### src/ssd_pkg.sv
`timescale 1ns / 1ps
package ssd_pkg;
  localparam int unsigned NumLanes = 4;
  localparam int unsigned DefCountBits = 32;
  localparam int unsigned DefFracBits = 16;
  localparam int unsigned SampleW = 32;
  localparam int unsigned DevW = 48;
  localparam int unsigned SumW = 72;
  localparam int unsigned SqW = 128;

  typedef enum logic [2:0] {
    FmtU8 = 3'd0, FmtS8 = 3'd1, FmtU16 = 3'd2, FmtS16 = 3'd3, FmtU32 = 3'd4, FmtS32 = 3'd5
  } fmt_e;

  typedef enum logic [2:0] {
    StIdle, StMul, StDiv, StFrac, StSqrt, StOut
  } state_e;

  localparam logic [0:0] RegFormat = 1'b0;
endpackage

### src/ssd_lane.sv
`timescale 1ns / 1ps
module ssd_lane
  import ssd_pkg::*;
(
  input  logic [2:0]        fmt_i,
  input  logic [SampleW-1:0] raw_i,
  output logic [SumW-1:0]   val_o,
  output logic [63:0]       sq_o
);
  logic [32:0] v;
  logic [31:0] mag;

  always_comb begin
    case (fmt_i)
      FmtU8:   v = {25'd0, raw_i[7:0]};
      FmtS8:   v = {{25{raw_i[7]}}, raw_i[7:0]};
      FmtU16:  v = {17'd0, raw_i[15:0]};
      FmtS16:  v = {{17{raw_i[15]}}, raw_i[15:0]};
      FmtS32:  v = {raw_i[31], raw_i};
      default: v = {1'b0, raw_i};
    endcase
    mag = v[32] ? 32'(-v) : v[31:0];
  end

  assign val_o = {{(SumW-33){v[32]}}, v};
  assign sq_o  = 64'(mag) * 64'(mag);
endmodule

### config.mk
export PLATFORM = sky130hd
export DESIGN_NAME = ssd_lane
export DESIGN_NICKNAME = d
export VERILOG_FILES = /design/src/ssd_pkg.sv /design/src/ssd_lane.sv
export SDC_FILE = /design/constraint.sdc
export NUM_CORES = 2
export LEC_CHECK = 0
export BUFFER_PORTS_ARGS = -buffer_cell sky130_fd_sc_hd__buf_2
export CAP_MARGIN = 40
export CORE_MARGIN = 3
export CORE_UTILIZATION = 55
export DETAILED_ROUTE_END_ITERATION = 8
export GPL_ROUTABILITY_DRIVEN = 1
export PLACE_DENSITY = 0.73
export SLEW_MARGIN = 10
export SYNTH_ARGS = -nofsm -noshare
export SYNTH_HDL_FRONTEND = slang
export SYNTH_SLANG_ARGS = --single-unit
export TNS_END_PERCENT = 100
### constraint.sdc
create_clock -name vclk -period 30.6
set_clock_uncertainty 0.05 [all_clocks]
set_input_delay 3.06 -clock vclk [all_inputs]
set_output_delay 3.06 -clock vclk [all_outputs]
set_load 0.05 [all_outputs]
Word level (Yosys, flattened, before mapping)
Cells that the tools add are included.
{"block": "word_totals", "output_inout_bits": 136, "inputBits": 35, "elab_cells": 9, "n_memories": 0, "romBits": 0, "ff_bits": 0, "mem_bits_rw": 0, "latchBits": 0}
{"block": "classes", "n_mux": 2, "n_div": 0, "n_reduce_logical": 1, "multipliers": 1, "n_lt_le_gt_ge": 0, "addsub": 1, "bitwise_logic": 0, "eq_ne": 4, "shift": 0}
{"op": "$pmux W33 S5", "n": 1}
{"op": "$mul A32 B32 Y64", "n": 1}
{"op": "$mux W32", "n": 1}
{"op": "$neg A32 Y32", "n": 1}
{"op": "$eq A3 B2 Y1 const B", "n": 2}
{"op": "$eq A3 B1 Y1 const B", "n": 1}
{"op": "$eq A3 B3 Y1 const B", "n": 1}
{"op": "$logic_not A3 Y1", "n": 1}

Longest topological paths before layout
{"block": "depth", "word_depth": 5, "depth_mapped": 41, "depth_no_buf": 37}

Worst setup path after synthesis
OpenSTA, ideal clock, no wires.
{"block": "synth_timing", "path_kind": "input -> output", "start": "input port fmt_i[2]", "end": "output port sq_o[53]", "stages": 38, "setup_slack_ns": 14.933, "t_arrival_ns": 12.557, "required_ns": 27.490, "cell_sequence": "buf_2 nand2_1 a21oi_1 o21ai_2 inv_2 buf_2 buf_2 nand2_1 xor2_1 inv_2 buf_1 nand2_1 fa_1 inv_1 fa_1 inv_1 fa_1 fa_1 [... 2 more ...] inv_1 fa_1 inv_1 fa_1 inv_1 fa_1 inv_1 ha_1 clkbuf_2 o211ai_1 o31a_1 a211oi_4 a22oi_2 nor4b_2 o2111ai_1 and3_1 o221ai_2 xor2_1"}
{"element": "from (decl)", "line": "ssd_lane.sv:5", "rtl": "input logic [2:0] fmt_i,"}
{"element": "$eq A3 B3 Y1, or another cell as far along", "line": "ssd_lane.sv:14", "rtl": "case (fmt_i)"}
{"element": "$pmux W33 S5 *", "line": "ssd_lane.sv:14"}
{"element": "via val_o[32]", "line": "ssd_lane.sv:7", "rtl": "output logic [SumW-1:0] val_o,"}
{"element": "$mux W32 *", "line": "ssd_lane.sv:22", "rtl": "mag = v[32] ? 32'(-v) : v[31:0];"}
{"element": "$mul A32 B32 Y64 *", "line": "ssd_lane.sv:26", "rtl": "assign sq_o = 64'(mag) * 64'(mag);"}
{"element": "to (decl)", "line": "ssd_lane.sv:8", "rtl": "output logic [63:0] sq_o"}
The timed path passes the listed nets; every way through them passes the cells marked *.

Worst setup path in the final report
{"block": "layout_timing", "start": "input port fmt_i[2]", "end": "output port sq_o[60]"}
{"block": "layout_via", "elab_chain_len": 5}
{"element": "$eq A3 B3 Y1, or another cell as far along", "line": "ssd_lane.sv:14"}
{"element": "$pmux W33 S5 *", "line": "ssd_lane.sv:14"}
{"element": "$neg A32 Y32", "line": "ssd_lane.sv:22"}
{"element": "$mux W32 *", "line": "ssd_lane.sv:22"}
{"element": "$mul A32 B32 Y64 *", "line": "ssd_lane.sv:26"}
Every way passes the cells marked *; elsewhere a longest branch is shown, timed or not.

==> results.py <==
metrics = {
    "timing": {
        "maxSlewViolCount": 0,
        "rsz0062_at_grt": "no",
        "period_needed_ps": 17510,
        "clock.fmax_mhz": 57.1,
        "post-route-period-util_pct": 57.2,
        "relSlewSlack_pct": 38.0,
        "tightest_slew_ps": 926,
        "setup_viol_count_final": 0,
        "hold_viol_final": 0,
        "tns_ps": 0,
        "worst_slack_ps": 13100,
    },
    "global_route": {
        "grt_max_degree": 62,
        "antenna_found_initial": 2,
        "grt.overflow.total": 0,
        "grt_usage_pct": 32.0,
        "grt_pass1_wl_mm": 139,
        "grt_pass1_vias": 24437,
    },
    "setup_path": {
        "arrival_ps": 14390,
        "cp_slowest_cell": "clkinv_1",
        "crit_path_frequent_cell": "fa_1",
        "critical_path_class": "input pin to primary output",
        "max_stage_delay_ps": 740,
        "path_max_fanout": 61,
        "crit_path_start": "fmt_i[2]",
        "cp_num_buf_inv": 7,
        "crit_family": "adder cells",
        "critPathCaptureType": "primary output",
        "start_kind": "input pin",
        "worstPathRequired_ps": 27490,
    },
    "logic_synthesis": {
        "yosys.area_share.simple_pct": 10.6,
        "yosysUniqueCellTypes": 78,
        "synth_warnings": 0,
        "yosys.area_share.xor_xnor_pct": 3.68,
        "synthMuxAreaShare_pct": 0.0747,
        "synth_top_family_by_area": "adder cells",
        "synth_compound_area_share_pct": 5.89,
        "synth_top_area_share_pct": 52.9,
        "synth.most_common_cell": "inv_1",
        "avgSynthCellArea_sq_um": 8.90,
        "synth_cells": 3386,
        "synth_fp_nets": 4502,
        "synthesis.area_sq_mm": 0.0301,
        "synth_top_area_cell": "fa_1",
        "synth_common_cells": "inv_1, fa_1, nand2_1",
        "yosysSeqAreaShare_pct": 0,
        "synthAdderAreaFrac_pct": 64.7,
        "synth.top_cells.by_area": "fa_1, inv_1, ha_1",
    },
    "cts": {
        "cts_resized": 0,
        "cts_setup_buffers": 0,
        "postCtsHoldBufs": 0,
    },
    "floorplan": {
        "row_count": 85,
        "die_area_sq_mm": 0.0577,
        "initial_core_util_pct": 55.8,
        "core_area_sq_mm": 0.0540,
        "die_x_um": 240,
        "io-pin-count": 171,
        "die_y_um": 240,
    },
    "layout": {
        "seq_cell_count": 0,
        "seq_area_sq_um": 0,
        "nets": 4562,
        "nClkBuffers": 0,
        "fin_area_sq_mm": 0.0315,
        "syn2layout_area_growth_pct": 4.55,
        "drive_gt1_share_pct": 8.28,
    },
    "routing": {
        "routed_via_density": 5.48,
        "detailedRoute.firstIterationViolations": 1825,
        "vias": 22684,
        "drt-pass1-iter-count": 6,
        "wl_mm": 87.7,
        "drcViolationCount": 0,
        "wl_per_cell_um": 21.2,
        "drt.antenna.violating_nets": 0,
    },
    "placed_design": {
        "gp_congestion": 1.03,
        "placed_cell_area_sq_mm": 0.0315,
        "hpwl_mm": 72.2,
        "dp_slack_ps": 13400,
        "port_buffers": 170,
    },
    "run": {
        "cap_violations": 0,
    },
    "worst_hold_path": {
        "worstHoldStart": "raw_i[5]",
        "hold_path.class": "input pin to primary output",
    },
    "outcome": {
        "status": "completed",
    },
}
layout make-up:
class	instances	area [sq um]
Antenna cell	1	2.50
Fill cell	4820	22500
Inverter	992	3720
Multi-Input combinational cell	2237	25700
Tap cell	696	871
Timing Repair Buffer	215	1250
cells in the final DEF (no fill, tap or decap), types with 4 or more instances in the layout:
cell        n
buf_2     171
nand4_1    14
xor2_1     42
nor3_1     15
xnor2_2     9
xor2_2      4
xnor2_1    61
a21oi_1    82
nor2_2      4
a21o_1     44
buf_4      40
inv_2      20
o21ai_0    44
a31oi_1    14
or2_2       5
nand2b_1    8
nand3_1    20
nand2_1   337
o21bai_1   13
and3_1     12
o31ai_1     7
fa_1      796
o21a_1      9
nor2_1    310
o211ai_1    8
ha_1      285
nor2b_1    11
and2_1      6
inv_1     971
per-layer routing:
| layer | global-route usage, % | wire [um] | vias up |
|---|---|---|---|
| met3 | 6.06 | 8350 | 296 |
| met1 | 41.3 | 32600 | 11320 |
| met4 | 14.2 | 5240 | 4 |
| li1 | - | - | 9940 |
| met5 | 0 | 31 | - |
| met2 | 53.0 | 41500 | 1124 |
kinds of logic (layout without fill, tap and decap cells):
| kind of cell | count (synthesis) | count (layout) |
|---|---|---|
| adder cells (fa/ha/maj) | 1081 | 1081 |
| multiplexers | 2 | 2 |
| buffers and inverters | 1149 | 1207 |
| other | 1 | 2 |
| AO/OA/AOI/OAI | 268 | 268 |
| XOR/XNOR | 118 | 118 |
| AND/OR/NAND/NOR | 767 | 767 |
worst paths after layout:
check	to	cells after the start
setup / recovery	sq_o[60]	32
hold / removal	val_o[5]	2
per-stage QoR:
stage | instances | hold slack [ps] | util, %
floorplan | 3386 | 6240 | -
global placement | 4135 | 6410 | 58.1
detailed placement | 4139 | 6420 | 58.3
CTS | 4139 | 6420 | 58.3
global route | 4140 | 6420 | 58.3
finish | 4141 | 6420 | 58.3
